--- src/btpc_pkg.sv ---
// Shared types, constants and the compensation microprogram for the barometric block.
package btpc_pkg;

  // Input beat: raw samples with their presence flags.
  typedef struct packed {
    logic        temp_present;
    logic [23:0] raw_temperature;
    logic        press_present;
    logic [23:0] raw_pressure;
  } in_t;

  // Output beat: binary32 results with their valid flags.
  typedef struct packed {
    logic        temp_ok;
    logic [31:0] temperature_bits;
    logic        press_ok;
    logic [31:0] pressure_bits;
  } out_t;

  // Configuration register indexes.
  localparam logic [1:0] CFG_LO  = 2'd0;
  localparam logic [1:0] CFG_MID = 2'd1;
  localparam logic [1:0] CFG_HI  = 2'd2;

  // Operations of the shared floating-point unit.
  typedef enum logic [1:0] {FP_ADD, FP_SUB, FP_MUL, FP_CVT} fp_op_t;

  // Operand sources.
  typedef enum logic [1:0] {SRC_RAM, SRC_TEMP, SRC_INT} src_t;

  // Integer operands for conversion.
  typedef enum logic [3:0] {
    INT_T1, INT_T2, INT_T3, INT_RAWT,
    INT_P1, INT_P2, INT_P3, INT_P4, INT_P5, INT_P6,
    INT_P7, INT_P8, INT_P9, INT_P10, INT_P11, INT_RAWP
  } isel_t;

  // What happens when a step completes.
  typedef enum logic [1:0] {END_NONE, END_TEMP, END_PRESS} end_t;

  localparam int SLOT_W = 5;
  localparam int INT_W  = 25;
  localparam int ADJ_W  = 8;
  localparam int PC_W   = 6;

  // The scratch memory holds exactly one entry per slot address.
  localparam int SCRATCH_DEPTH = 1 << SLOT_W;

  typedef logic [SLOT_W-1:0] slot_t;
  typedef logic [PC_W-1:0]   pc_t;

  // Scratch slots in the operand memory.
  localparam slot_t SL_T1   = 5'd0;
  localparam slot_t SL_T2   = 5'd1;
  localparam slot_t SL_T3   = 5'd2;
  localparam slot_t SL_X    = 5'd3;
  localparam slot_t SL_DT   = 5'd4;
  localparam slot_t SL_A    = 5'd5;
  localparam slot_t SL_SQ   = 5'd6;
  localparam slot_t SL_B    = 5'd7;
  localparam slot_t SL_P1   = 5'd8;
  localparam slot_t SL_P2   = 5'd9;
  localparam slot_t SL_P3   = 5'd10;
  localparam slot_t SL_P4   = 5'd11;
  localparam slot_t SL_P5   = 5'd12;
  localparam slot_t SL_P6   = 5'd13;
  localparam slot_t SL_P7   = 5'd14;
  localparam slot_t SL_P8   = 5'd15;
  localparam slot_t SL_P9   = 5'd16;
  localparam slot_t SL_P10  = 5'd17;
  localparam slot_t SL_P11  = 5'd18;
  localparam slot_t SL_UP   = 5'd19;
  localparam slot_t SL_TT   = 5'd20;
  localparam slot_t SL_TTT  = 5'd21;
  localparam slot_t SL_UP2  = 5'd22;
  localparam slot_t SL_UP3  = 5'd23;
  localparam slot_t SL_M    = 5'd24;
  localparam slot_t SL_O1   = 5'd25;
  localparam slot_t SL_S    = 5'd26;
  localparam slot_t SL_O2   = 5'd27;
  localparam slot_t SL_O3   = 5'd28;
  localparam slot_t SL_O4   = 5'd29;
  localparam slot_t SL_RES  = 5'd30;
  localparam slot_t SL_TN   = 5'd31;

  localparam pc_t PC_PRESS = 6'd9;
  localparam pc_t PC_LAST  = 6'd44;

  // One microinstruction.
  typedef struct packed {
    fp_op_t                   op;
    src_t                     a_src;
    slot_t                    a_addr;
    src_t                     b_src;
    slot_t                    b_addr;
    slot_t                    dst;
    isel_t                    isel;
    logic signed [ADJ_W-1:0]  adj;
    end_t                     endk;
  } uop_t;

  // Command handed to the floating-point unit.
  typedef struct packed {
    fp_op_t                   op;
    logic [31:0]              a;
    logic [31:0]              b;
    logic signed [INT_W-1:0]  ival;
    logic signed [ADJ_W-1:0]  adj;
  } fp_cmd_t;

  // Arithmetic step between two slots.
  function automatic uop_t ar(fp_op_t op, src_t as, slot_t aa, src_t bs, slot_t ba,
                              slot_t dst, end_t e);
    uop_t u;
    u.op     = op;
    u.a_src  = as;
    u.a_addr = aa;
    u.b_src  = bs;
    u.b_addr = ba;
    u.dst    = dst;
    u.isel   = INT_T1;
    u.adj    = '0;
    u.endk   = e;
    return u;
  endfunction

  // Integer conversion step, scaled by a power of two.
  function automatic uop_t cv(isel_t s, logic signed [ADJ_W-1:0] adj, slot_t dst);
    uop_t u;
    u.op     = FP_CVT;
    u.a_src  = SRC_INT;
    u.a_addr = '0;
    u.b_src  = SRC_RAM;
    u.b_addr = '0;
    u.dst    = dst;
    u.isel   = s;
    u.adj    = adj;
    u.endk   = END_NONE;
    return u;
  endfunction

  // The compensation program. Temperature first, pressure from PC_PRESS.
  function automatic uop_t btpc_prog(pc_t pc);
    uop_t u;
    case (pc)
      6'd0:  u = cv(INT_T1, 8'sd8, SL_T1);
      6'd1:  u = cv(INT_T2, -8'sd30, SL_T2);
      6'd2:  u = cv(INT_T3, -8'sd48, SL_T3);
      6'd3:  u = cv(INT_RAWT, 8'sd0, SL_X);
      6'd4:  u = ar(FP_SUB, SRC_RAM, SL_X, SRC_RAM, SL_T1, SL_DT, END_NONE);
      6'd5:  u = ar(FP_MUL, SRC_RAM, SL_DT, SRC_RAM, SL_T2, SL_A, END_NONE);
      6'd6:  u = ar(FP_MUL, SRC_RAM, SL_DT, SRC_RAM, SL_DT, SL_SQ, END_NONE);
      6'd7:  u = ar(FP_MUL, SRC_RAM, SL_SQ, SRC_RAM, SL_T3, SL_B, END_NONE);
      6'd8:  u = ar(FP_ADD, SRC_RAM, SL_A, SRC_RAM, SL_B, SL_TN, END_TEMP);
      6'd9:  u = cv(INT_P1, -8'sd20, SL_P1);
      6'd10: u = cv(INT_P2, -8'sd29, SL_P2);
      6'd11: u = cv(INT_P3, -8'sd32, SL_P3);
      6'd12: u = cv(INT_P4, -8'sd37, SL_P4);
      6'd13: u = cv(INT_P5, 8'sd3, SL_P5);
      6'd14: u = cv(INT_P6, -8'sd6, SL_P6);
      6'd15: u = cv(INT_P7, -8'sd8, SL_P7);
      6'd16: u = cv(INT_P8, -8'sd15, SL_P8);
      6'd17: u = cv(INT_P9, -8'sd48, SL_P9);
      6'd18: u = cv(INT_P10, -8'sd48, SL_P10);
      6'd19: u = cv(INT_P11, -8'sd65, SL_P11);
      6'd20: u = cv(INT_RAWP, 8'sd0, SL_UP);
      6'd21: u = ar(FP_MUL, SRC_TEMP, SL_T1, SRC_TEMP, SL_T1, SL_TT, END_NONE);
      6'd22: u = ar(FP_MUL, SRC_RAM, SL_TT, SRC_TEMP, SL_T1, SL_TTT, END_NONE);
      6'd23: u = ar(FP_MUL, SRC_RAM, SL_UP, SRC_RAM, SL_UP, SL_UP2, END_NONE);
      6'd24: u = ar(FP_MUL, SRC_RAM, SL_UP2, SRC_RAM, SL_UP, SL_UP3, END_NONE);
      6'd25: u = ar(FP_MUL, SRC_RAM, SL_P6, SRC_TEMP, SL_T1, SL_M, END_NONE);
      6'd26: u = ar(FP_ADD, SRC_RAM, SL_P5, SRC_RAM, SL_M, SL_O1, END_NONE);
      6'd27: u = ar(FP_MUL, SRC_RAM, SL_P7, SRC_RAM, SL_TT, SL_M, END_NONE);
      6'd28: u = ar(FP_ADD, SRC_RAM, SL_O1, SRC_RAM, SL_M, SL_O1, END_NONE);
      6'd29: u = ar(FP_MUL, SRC_RAM, SL_P8, SRC_RAM, SL_TTT, SL_M, END_NONE);
      6'd30: u = ar(FP_ADD, SRC_RAM, SL_O1, SRC_RAM, SL_M, SL_O1, END_NONE);
      6'd31: u = ar(FP_MUL, SRC_RAM, SL_P2, SRC_TEMP, SL_T1, SL_M, END_NONE);
      6'd32: u = ar(FP_ADD, SRC_RAM, SL_P1, SRC_RAM, SL_M, SL_S, END_NONE);
      6'd33: u = ar(FP_MUL, SRC_RAM, SL_P3, SRC_RAM, SL_TT, SL_M, END_NONE);
      6'd34: u = ar(FP_ADD, SRC_RAM, SL_S, SRC_RAM, SL_M, SL_S, END_NONE);
      6'd35: u = ar(FP_MUL, SRC_RAM, SL_P4, SRC_RAM, SL_TTT, SL_M, END_NONE);
      6'd36: u = ar(FP_ADD, SRC_RAM, SL_S, SRC_RAM, SL_M, SL_S, END_NONE);
      6'd37: u = ar(FP_MUL, SRC_RAM, SL_UP, SRC_RAM, SL_S, SL_O2, END_NONE);
      6'd38: u = ar(FP_MUL, SRC_RAM, SL_P10, SRC_TEMP, SL_T1, SL_M, END_NONE);
      6'd39: u = ar(FP_ADD, SRC_RAM, SL_P9, SRC_RAM, SL_M, SL_S, END_NONE);
      6'd40: u = ar(FP_MUL, SRC_RAM, SL_UP2, SRC_RAM, SL_S, SL_O3, END_NONE);
      6'd41: u = ar(FP_MUL, SRC_RAM, SL_UP3, SRC_RAM, SL_P11, SL_O4, END_NONE);
      6'd42: u = ar(FP_ADD, SRC_RAM, SL_O1, SRC_RAM, SL_O2, SL_S, END_NONE);
      6'd43: u = ar(FP_ADD, SRC_RAM, SL_S, SRC_RAM, SL_O3, SL_S, END_NONE);
      6'd44: u = ar(FP_ADD, SRC_RAM, SL_S, SRC_RAM, SL_O4, SL_RES, END_PRESS);
      default: u = ar(FP_ADD, SRC_RAM, SL_S, SRC_RAM, SL_O4, SL_RES, END_PRESS);
    endcase
    return u;
  endfunction

endpackage

--- src/btpc_ram.sv ---
// Generic RAM with one write port and two registered read ports.
module btpc_ram #(
  parameter int WIDTH = 32,
  parameter int DEPTH = 32
) (
  input  logic                     clk,
  input  logic                     we,
  input  logic [$clog2(DEPTH)-1:0] waddr,
  input  logic [WIDTH-1:0]         wdata,
  input  logic [$clog2(DEPTH)-1:0] raddr_a,
  input  logic [$clog2(DEPTH)-1:0] raddr_b,
  output logic [WIDTH-1:0]         rdata_a,
  output logic [WIDTH-1:0]         rdata_b
);

  logic [WIDTH-1:0] mem [DEPTH];

  // Write port and registered reads.
  always_ff @(posedge clk) begin
    if (we) begin
      mem[waddr] <= wdata;
    end
    rdata_a <= mem[raddr_a];
    rdata_b <= mem[raddr_b];
  end

endmodule

--- src/btpc_fpu.sv ---
// Three-stage binary32 unit: add, subtract, multiply and scaled integer conversion.
module btpc_fpu
  import btpc_pkg::*;
(
  input  logic        clk,
  input  logic        rst,
  input  logic        start,
  input  fp_cmd_t     cmd,
  output logic        done,
  output logic [31:0] result
);

  localparam int MW = 50;

  // Operand fields.
  logic        sa, sb, sbe;
  logic [7:0]  ea, eb;
  logic [22:0] fa, fb;
  logic [23:0] ma, mb;
  logic [8:0]  na, nb;
  logic        nan_a, nan_b, inf_a, inf_b, zero_a, zero_b;

  // Adder alignment.
  logic        a_big;
  logic [23:0] m_l, m_s;
  logic [8:0]  e_l, e_s;
  logic        s_l, s_s;
  logic [8:0]  d;
  logic [4:0]  dc;
  logic [58:0] sh_w;
  logic [26:0] al;
  logic [27:0] sum;
  logic [24:0] imag;

  // Stage 1 results.
  logic                 c_sign, c_zsign, c_nan, c_inf;
  logic [MW-1:0]        c_m;
  logic signed [11:0]   c_x;

  logic                 s1_sign, s1_zsign, s1_nan, s1_inf;
  logic [MW-1:0]        s1_m;
  logic signed [11:0]   s1_x;
  logic [5:0]           lz_p;

  logic                 s2_sign, s2_zsign, s2_nan, s2_inf;
  logic [MW-1:0]        s2_m;
  logic signed [11:0]   s2_x;
  logic [5:0]           s2_p;

  logic v1, v2, v3;

  // Unpack and form an exact value M * 2^X for each operation.
  always_comb begin
    sa     = cmd.a[31];
    ea     = cmd.a[30:23];
    fa     = cmd.a[22:0];
    sb     = cmd.b[31];
    eb     = cmd.b[30:23];
    fb     = cmd.b[22:0];
    sbe    = sb ^ (cmd.op == FP_SUB);
    ma     = {ea != 8'd0, fa};
    mb     = {eb != 8'd0, fb};
    na     = (ea == 8'd0) ? 9'd1 : {1'b0, ea};
    nb     = (eb == 8'd0) ? 9'd1 : {1'b0, eb};
    nan_a  = (ea == 8'hFF) && (fa != 23'd0);
    nan_b  = (eb == 8'hFF) && (fb != 23'd0);
    inf_a  = (ea == 8'hFF) && (fa == 23'd0);
    inf_b  = (eb == 8'hFF) && (fb == 23'd0);
    zero_a = (ea == 8'd0) && (fa == 23'd0);
    zero_b = (eb == 8'd0) && (fb == 23'd0);

    a_big = cmd.a[30:0] >= cmd.b[30:0];
    m_l   = a_big ? ma : mb;
    m_s   = a_big ? mb : ma;
    e_l   = a_big ? na : nb;
    e_s   = a_big ? nb : na;
    s_l   = a_big ? sa : sbe;
    s_s   = a_big ? sbe : sa;
    d     = e_l - e_s;
    dc    = (d > 9'd31) ? 5'd31 : d[4:0];
    sh_w  = {m_s, 3'b000, 32'd0} >> dc;
    al    = {sh_w[58:33], sh_w[32] | (|sh_w[31:0])};
    sum   = (s_l == s_s) ? ({1'b0, m_l, 3'b000} + {1'b0, al})
                         : ({1'b0, m_l, 3'b000} - {1'b0, al});
    imag  = cmd.ival[INT_W-1] ? 25'(-cmd.ival) : 25'(cmd.ival);

    case (cmd.op)
      FP_MUL: begin
        c_nan   = nan_a || nan_b || (inf_a && zero_b) || (inf_b && zero_a);
        c_inf   = inf_a || inf_b;
        c_sign  = sa ^ sb;
        c_zsign = sa ^ sb;
        c_m     = MW'(ma * mb);
        c_x     = $signed({3'b000, na}) + $signed({3'b000, nb}) - 12'sd300;
      end
      FP_CVT: begin
        c_nan   = 1'b0;
        c_inf   = 1'b0;
        c_sign  = cmd.ival[INT_W-1];
        c_zsign = 1'b0;
        c_m     = MW'(imag);
        c_x     = 12'(cmd.adj);
      end
      default: begin
        c_nan   = nan_a || nan_b || (inf_a && inf_b && (sa != sbe));
        c_inf   = inf_a || inf_b;
        c_sign  = inf_a ? sa : (inf_b ? sbe : s_l);
        c_zsign = sa & sbe;
        c_m     = MW'(sum);
        c_x     = $signed({3'b000, e_l}) - 12'sd153;
      end
    endcase
  end

  // Position of the leading one.
  always_comb begin
    lz_p = '0;
    for (int i = 0; i < MW; i++) begin
      if (s1_m[i]) begin
        lz_p = 6'(i);
      end
    end
  end

  // Stage 3: shift to 24 bits, round to nearest even, pack.
  logic signed [13:0] be, sub_x, rsh, ben;
  logic [4:0]         lsh;
  logic [5:0]         rc;
  logic [MW-1:0]      shl;
  logic [MW+63:0]     wide;
  logic [24:0]        kept, rnd;
  logic               g, st;
  logic [31:0]        total;
  logic [31:0]        packed_r;

  always_comb begin
    be    = $signed({8'd0, s2_p}) + 14'(s2_x) + 14'sd127;
    sub_x = (be < 14'sd1) ? (14'sd1 - be) : 14'sd0;
    ben   = (be < 14'sd1) ? 14'sd1 : be;
    rsh   = $signed({8'd0, s2_p}) - 14'sd23 + sub_x;
    lsh   = 5'(-rsh);
    rc    = (rsh > 14'sd63) ? 6'd63 : rsh[5:0];
    shl   = s2_m << lsh;
    wide  = {s2_m, 64'd0} >> rc;
    if (rsh <= 14'sd0) begin
      kept = shl[24:0];
      g    = 1'b0;
      st   = 1'b0;
    end else begin
      kept = wide[88:64];
      g    = wide[63];
      st   = |wide[62:0];
    end
    rnd   = kept + {24'd0, g & (st | kept[0])};
    total = {ben[8:0] - 9'd1, 23'd0} + {7'd0, rnd};
    if (s2_nan) begin
      packed_r = 32'h7FC0_0000;
    end else if (s2_inf || (total[31:23] >= 9'd255)) begin
      packed_r = {s2_sign, 8'hFF, 23'd0};
    end else if (s2_m == '0) begin
      packed_r = {s2_zsign, 31'd0};
    end else begin
      packed_r = {s2_sign, total[30:0]};
    end
  end

  // Pipeline registers.
  always_ff @(posedge clk) begin
    s1_sign  <= c_sign;
    s1_zsign <= c_zsign;
    s1_nan   <= c_nan;
    s1_inf   <= c_inf;
    s1_m     <= c_m;
    s1_x     <= c_x;
    s2_sign  <= s1_sign;
    s2_zsign <= s1_zsign;
    s2_nan   <= s1_nan;
    s2_inf   <= s1_inf;
    s2_m     <= s1_m;
    s2_x     <= s1_x;
    s2_p     <= lz_p;
    result   <= packed_r;
  end

  // Stage valid flags.
  always_ff @(posedge clk) begin
    if (rst) begin
      v1 <= 1'b0;
      v2 <= 1'b0;
      v3 <= 1'b0;
    end else begin
      v1 <= start;
      v2 <= v1;
      v3 <= v2;
    end
  end

  assign done = v3;

endmodule

--- src/barometric_temp_pressure_compensation_top.sv ---
// Top level: sequencer, calibration registers and output register of the compensation block.
//
// Input channel in_valid/in_ready/in_data carries one beat with an optional raw
// temperature and an optional raw pressure. Output channel out_valid/out_ready/out_data
// returns one beat per input beat with binary32 results; absent results read zero.
// Calibration bytes are written through cfg_we/cfg_addr/cfg_data; the user must write them
// only while the block is idle, since the block itself does not enforce it.
// One shared three-stage floating-point unit executes a microprogram; each step passes
// through operand memory read, issue, and three unit stages with write-back.
// When neither sample is present, the beat goes straight to the completion state.
// in_ready is high only while the sequencer is idle, so one beat is in work at a time.
// A finished beat waits in the output register; if the receiver stalls, the next beat
// may still be accepted and computed, and waits until the register is free.
// Reset clears the calibration registers, the kept temperature (to positive zero)
// and the control state; the scratch memory needs no clearing.
module barometric_temp_pressure_compensation_top
  import btpc_pkg::*;
(
  input  logic        clk,
  input  logic        rst,
  input  logic        in_valid,
  output logic        in_ready,
  input  in_t         in_data,
  output logic        out_valid,
  input  logic        out_ready,
  output out_t        out_data,
  input  logic        cfg_we,
  input  logic [1:0]  cfg_addr,
  input  logic [63:0] cfg_data
);

  typedef enum logic [4:0] {
    ST_IDLE = 5'b00001,
    ST_READ = 5'b00010,
    ST_EXEC = 5'b00100,
    ST_WAIT = 5'b01000,
    ST_DONE = 5'b10000
  } state_t;

  state_t       state;
  pc_t          pc;
  in_t          item;
  out_t         res;
  logic [31:0]  last_temp;
  logic [63:0]  cal_lo, cal_mid;
  logic [39:0]  cal_hi;
  logic [167:0] cal;
  uop_t         uop;
  fp_cmd_t      cmd;
  logic [31:0]  rdata_a, rdata_b, fp_result;
  logic         fp_done, ram_we;
  logic signed [INT_W-1:0] ival;

  assign cal = {cal_hi, cal_mid, cal_lo};
  assign uop = btpc_prog(pc);

  // Integer operand selection from the calibration fields and raw samples.
  always_comb begin
    case (uop.isel)
      INT_T1:   ival = $signed({9'd0, cal[15:0]});
      INT_T2:   ival = $signed({9'd0, cal[31:16]});
      INT_T3:   ival = $signed({{17{cal[39]}}, cal[39:32]});
      INT_RAWT: ival = $signed({1'b0, item.raw_temperature});
      INT_P1:   ival = $signed({{9{cal[55]}}, cal[55:40]}) - 25'sd16384;
      INT_P2:   ival = $signed({{9{cal[71]}}, cal[71:56]}) - 25'sd16384;
      INT_P3:   ival = $signed({{17{cal[79]}}, cal[79:72]});
      INT_P4:   ival = $signed({{17{cal[87]}}, cal[87:80]});
      INT_P5:   ival = $signed({9'd0, cal[103:88]});
      INT_P6:   ival = $signed({9'd0, cal[119:104]});
      INT_P7:   ival = $signed({{17{cal[127]}}, cal[127:120]});
      INT_P8:   ival = $signed({{17{cal[135]}}, cal[135:128]});
      INT_P9:   ival = $signed({{9{cal[151]}}, cal[151:136]});
      INT_P10:  ival = $signed({{17{cal[159]}}, cal[159:152]});
      INT_P11:  ival = $signed({{17{cal[167]}}, cal[167:160]});
      INT_RAWP: ival = $signed({1'b0, item.raw_pressure});
      default:  ival = '0;
    endcase
  end

  // Command to the shared unit.
  always_comb begin
    cmd.op   = uop.op;
    cmd.a    = (uop.a_src == SRC_TEMP) ? last_temp : rdata_a;
    cmd.b    = (uop.b_src == SRC_TEMP) ? last_temp : rdata_b;
    cmd.ival = ival;
    cmd.adj  = uop.adj;
  end

  assign ram_we   = (state == ST_WAIT) && fp_done;
  assign in_ready = (state == ST_IDLE);

  btpc_ram #(
    .WIDTH (32),
    .DEPTH (SCRATCH_DEPTH)
  ) u_ram (
    .clk     (clk),
    .we      (ram_we),
    .waddr   (uop.dst),
    .wdata   (fp_result),
    .raddr_a (uop.a_addr),
    .raddr_b (uop.b_addr),
    .rdata_a (rdata_a),
    .rdata_b (rdata_b)
  );

  btpc_fpu u_fpu (
    .clk    (clk),
    .rst    (rst),
    .start  (state == ST_EXEC),
    .cmd    (cmd),
    .done   (fp_done),
    .result (fp_result)
  );

  // Calibration registers.
  always_ff @(posedge clk) begin
    if (rst) begin
      cal_lo  <= '0;
      cal_mid <= '0;
      cal_hi  <= '0;
    end else if (cfg_we) begin
      case (cfg_addr)
        CFG_LO:  cal_lo  <= cfg_data;
        CFG_MID: cal_mid <= cfg_data;
        CFG_HI:  cal_hi  <= cfg_data[39:0];
        default: ;
      endcase
    end
  end

  // Payload held for the beat in work.
  always_ff @(posedge clk) begin
    if (in_valid && in_ready) begin
      item <= in_data;
      res  <= '0;
    end else if (ram_we && (uop.endk == END_TEMP)) begin
      res.temp_ok          <= 1'b1;
      res.temperature_bits <= fp_result;
    end else if (ram_we && (uop.endk == END_PRESS)) begin
      res.press_ok      <= 1'b1;
      res.pressure_bits <= fp_result;
    end
    if ((state == ST_DONE) && (!out_valid || out_ready)) begin
      out_data <= res;
    end
  end

  // Sequencer.
  always_ff @(posedge clk) begin
    if (rst) begin
      state     <= ST_IDLE;
      pc        <= '0;
      last_temp <= '0;
      out_valid <= 1'b0;
    end else begin
      // The output register fills from the completion state and empties on a taken beat.
      if ((state == ST_DONE) && (!out_valid || out_ready)) begin
        out_valid <= 1'b1;
      end else if (out_ready) begin
        out_valid <= 1'b0;
      end
      case (state)
        ST_IDLE: begin
          if (in_valid) begin
            if (in_data.temp_present) begin
              pc    <= '0;
              state <= ST_READ;
            end else if (in_data.press_present) begin
              pc    <= PC_PRESS;
              state <= ST_READ;
            end else begin
              state <= ST_DONE;
            end
          end
        end
        ST_READ: state <= ST_EXEC;
        ST_EXEC: state <= ST_WAIT;
        ST_WAIT: begin
          if (fp_done) begin
            case (uop.endk)
              END_TEMP: begin
                last_temp <= fp_result;
                if (item.press_present) begin
                  pc    <= PC_PRESS;
                  state <= ST_READ;
                end else begin
                  state <= ST_DONE;
                end
              end
              END_PRESS: state <= ST_DONE;
              default: begin
                pc    <= pc + 6'd1;
                state <= ST_READ;
              end
            endcase
          end
        end
        ST_DONE: begin
          if (!out_valid || out_ready) begin
            state <= ST_IDLE;
          end
        end
        default: state <= ST_IDLE;
      endcase
    end
  end

  // The unit only completes while the sequencer waits for it.
  a_done_in_wait: assert property (@(posedge clk) disable iff (rst)
    fp_done |-> (state == ST_WAIT))
    else $error("floating-point result arrived outside the wait state");

  // An accepted beat closes the input right after its acceptance.
  a_one_in_work: assert property (@(posedge clk) disable iff (rst)
    (in_valid && in_ready) |=> !in_ready)
    else $error("input reopened right after acceptance");

  // The program counter stays inside the microprogram.
  a_pc_range: assert property (@(posedge clk) disable iff (rst)
    (state != ST_IDLE) |-> (pc <= PC_LAST))
    else $error("program counter ran past the last step");

  // A result is presented only from the completion state.
  a_out_from_done: assert property (@(posedge clk) disable iff (rst)
    $rose(out_valid) |-> $past(state == ST_DONE))
    else $error("output beat raised without a completed item");

endmodule
--- config.mk ---
export PLATFORM = sky130hd
export DESIGN_NAME = barometric_temp_pressure_compensation_top
export DESIGN_NICKNAME = d
export VERILOG_FILES = /design/src/btpc_pkg.sv /design/src/btpc_ram.sv /design/src/btpc_fpu.sv /design/src/barometric_temp_pressure_compensation_top.sv
export SDC_FILE = /design/constraint.sdc
export NUM_CORES = 2
export LEC_CHECK = 0
export BUFFER_PORTS_ARGS = -buffer_cell sky130_fd_sc_hd__buf_4
export CAP_MARGIN = 20
export CORE_ASPECT_RATIO = 1.75
export CORE_UTILIZATION = 45
export CTS_BUF_LIST = sky130_fd_sc_hd__clkbuf_2 sky130_fd_sc_hd__clkbuf_4 sky130_fd_sc_hd__clkbuf_8
export DETAILED_ROUTE_END_ITERATION = 8
export GPL_TIMING_DRIVEN = 0
export PLACE_DENSITY_LB_ADDON = 0.3
export SLEW_MARGIN = 5
export SYNTH_ARGS = -nofsm -noshare
export SYNTH_HDL_FRONTEND = slang
export SYNTH_HIERARCHICAL = 1
export SYNTH_SLANG_ARGS = --single-unit
--- constraint.sdc ---
create_clock -name clk -period 22.9 [get_ports clk]
set_input_delay 3.435 -clock clk [delete_from_list [all_inputs] [get_ports clk]]
set_output_delay 3.435 -clock clk [all_outputs]
set_load 0.03 [all_outputs]
==> flow_metrics.py <==
metrics = {
    "cts": {
        "clk_latency_ns": 1.07,
        "cts_resized": 0,
        "cts_tree": "built",
        "cts_made_buffers": 247,
        "htreeDepth": 4,
        "cts_setup_buffers": 0,
        "root_buffer": "clkbuf_8",
        "ctsHoldBuffers": 0,
        "clock-sinks": 1682,
        "clk_path_buf_depth": 4,
        "clk_pin_slew_worst_paths_ns": 0.07,
    },
    "global_route": {
        "grt_max_degree": 56,
        "grt_pass1_vias": 96300,
        "gr-usage-all-layers": 0.434,
        "grt_pass1_wl_mm": 735,
        "grt_overflow": 0,
        "antenna_found_initial": 43,
    },
    "setup_path": {
        "crit_top_cell": "clkbuf_1",
        "cp.arrival_ns": 21.01,
        "critPathLaunch": "uop[24]",
        "slowest_stage": "clkbuf_1",
        "cp-end-kind": "flip-flop",
        "required_ns": 23.77,
        "start_kind": "flip-flop",
        "worst-path-max-fanout": 10,
        "slowest_delay_ns": 0.88,
        "r2r_start": "uop[24]",
        "path_class": "flip-flop to flip-flop",
    },
    "floorplanning": {
        "core_area_sq_mm": 0.240,
        "die_w_um": 373,
        "start_util": 0.452,
        "die_h_um": 651,
        "dieArea_sq_mm": 0.243,
        "rows": 238,
        "io_pins": 189,
    },
    "detailed_routing": {
        "drc": 0,
        "wl_mm": 538,
        "detail_route.vias_per_cell": 6.48,
        "vias": 94200,
        "wire_per_inst_um": 37.0,
        "first_pass_iters": 9,
        "drt_iter0_markers": 9880,
        "ant_nets": 0,
    },
    "final_layout": {
        "syn2layout_area_growth_pct": 12.0,
        "multi_input_area_sq_mm": 0.0573,
        "n_fill_cell": 22000,
        "final_common_cell": "nand2_1",
        "nets": 12200,
        "final_area_sq_mm": 0.122,
        "fin_cells": 14500,
        "final_cell_mix": "nand2_1 (1,422), mux2i_1 (1,156), edfxtp_1 (1,139), a21oi_1 (758), inv_1 (727)",
        "drive_gt1_frac": 0.113,
        "register_area_sq_mm": 0.0451,
    },
    "sta": {
        "relSlewSlack": 0.103,
        "tns_ns": 0,
        "rsz0062_at_grt": "false",
        "setup_viol": 0,
        "post-route-period-util": 0.880,
        "hold_viol": 0,
        "max_freq_ghz": 0.0496,
        "tightest_slew_ns": 1.35,
        "clock_skew_ns": 0.138,
        "fin_crit_ns": 20.14,
        "drv_slew": 0,
    },
    "logic_synthesis": {
        "synth_top_area_cell": "edfxtp_1",
        "synth_warnings": 6,
        "synthTopCellsByArea": "edfxtp_1 (32%), mux2i_1 (11%), dfxtp_1 (10%)",
        "synth_cells": 10600,
        "async_flop_share": 0,
        "ys_ff_latch": 1682,
        "synth_nets": 11600,
        "yosysUniqueCellTypes": 119,
        "synth_top_area_frac": 0.315,
        "synth_area_sq_mm": 0.108,
        "ys.flop_type": "edfxtp_1",
        "synth_edf_count": 1139,
        "syn_avg_cell_area_sq_um": 10.2,
        "yosysSeqAreaShare": 0.416,
    },
    "placement": {
        "globalplace.congestion": 1.08,
        "port_buffers": 188,
        "dp_hpwl_mm": 424,
        "post-place-cells": 14000,
        "dpl_cell_area_sq_mm": 0.116,
    },
    "min_path": {
        "min_path_type": "flip-flop to flip-flop",
        "min_from": "u_fpu/s1_sign",
    },
    "run_status": {
        "outcome": "finished, final reports clean",
    },
    "flow_run": {
        "cap_violations": 0,
    },
}
## synth_stat cells (68+ instances only)
library cell and number:
nor2_1 462, o211ai_1 78, inv_1 727, buf_2 122, xnor2_1 88, a21oi_1 760, fa_1 488, a22oi_1 230
o21ai_0 259, nand3_1 320, dfxtp_1 543, mux2_2 89, a22o_1 154, and2_1 165, nor3_1 185, ha_1 355
a31oi_1 119, mux2i_1 1158, nand2_1 1422, edfxtp_1 1139, clkbuf_1 474, a211oi_1 68
## final cells by class
cell class,count,share of cell area
clock buffer,343,0.0352
inverter,733,0.0227
buffer,764,0.0304
tap,3120,0.0321
timing repair buffer,322,0.0269
antenna,34,0.000700
multi-input combinational,7438,0.472
clock inverter,108,0.00899
sequential,1682,0.371
## state kept, by name (all words and copies together), names as in the netlist, 5 cells and up
signal and count:
pc 6, cal_mid 64, res 66, u_fpu/s1_x 11
u_fpu/result 32, cal_lo 64, item 49, cal_hi 40
u_ram/mem 1024, u_ram/rdata_a 32, out_data 66, u_ram/rdata_b 32
u_fpu/s2_p 6, state 5, u_fpu/s2_x 11, u_fpu/s2_m 48
uop 34, u_fpu/s1_m 48, last_temp 32
## critical path: cells and delay by family (launching register included)
family	cells	cell delay, ns
adder cells (fa/ha/maj)	4	1.63
AO/OA/AOI/OAI	23	6.78
flip-flops	1	0.46
AND/OR/NAND/NOR	8	2.33
buffers and inverters	15	7.79
multiplexers	3	0.90
## worst paths after layout
| check | cells past startpoint | slack (ns) | endpoint |
|---|---|---|---|
| setup / recovery | 53 | 2.76 | u_fpu/s1_m[25] |
| hold / removal | 0 | 0.33 | u_fpu/s2_sign |
| setup reg to reg | 53 | 2.76 | u_fpu/s1_m[25] |
| hold reg to reg | 0 | 0.33 | u_fpu/s2_sign |
## per-layer routing
metal | share of wire | track usage
met5 | 0.00028 | 0
met4 | 0.13 | 0.475
met3 | 0.074 | 0.103
met2 | 0.49 | 0.754
met1 | 0.30 | 0.398
## cells by family after synthesis
kind of cell | Yosys count | synth area share
AO/OA/AOI/OAI | 2231 | 0.136
flip-flops | 1682 | 0.416
AND/OR/NAND/NOR | 2932 | 0.122
buffers and inverters | 1497 | 0.0594
XOR/XNOR | 144 | 0.0117
adder cells (fa/ha/maj) | 843 | 0.131
multiplexers | 1288 | 0.125
## stage by stage
step / util / worst slack [ns] / hold WS [ns]
5_1_grt: 0.507 / 3.03 / 0.333
6_report: 0.507 / 2.76 / 0.331
4_1_cts: 0.505 / 3.18 / 0.323
2_1_floorplan: - / 11.83 / 0.310
3_3_place_gp: 0.475 / 2.40 / 0.313
3_5_place_dp: 0.483 / 3.30 / 0.313
Power is left out: the tool's default activity adds up to more than one toggle a clock period on the data nets, which glitch-free logic cannot reach.
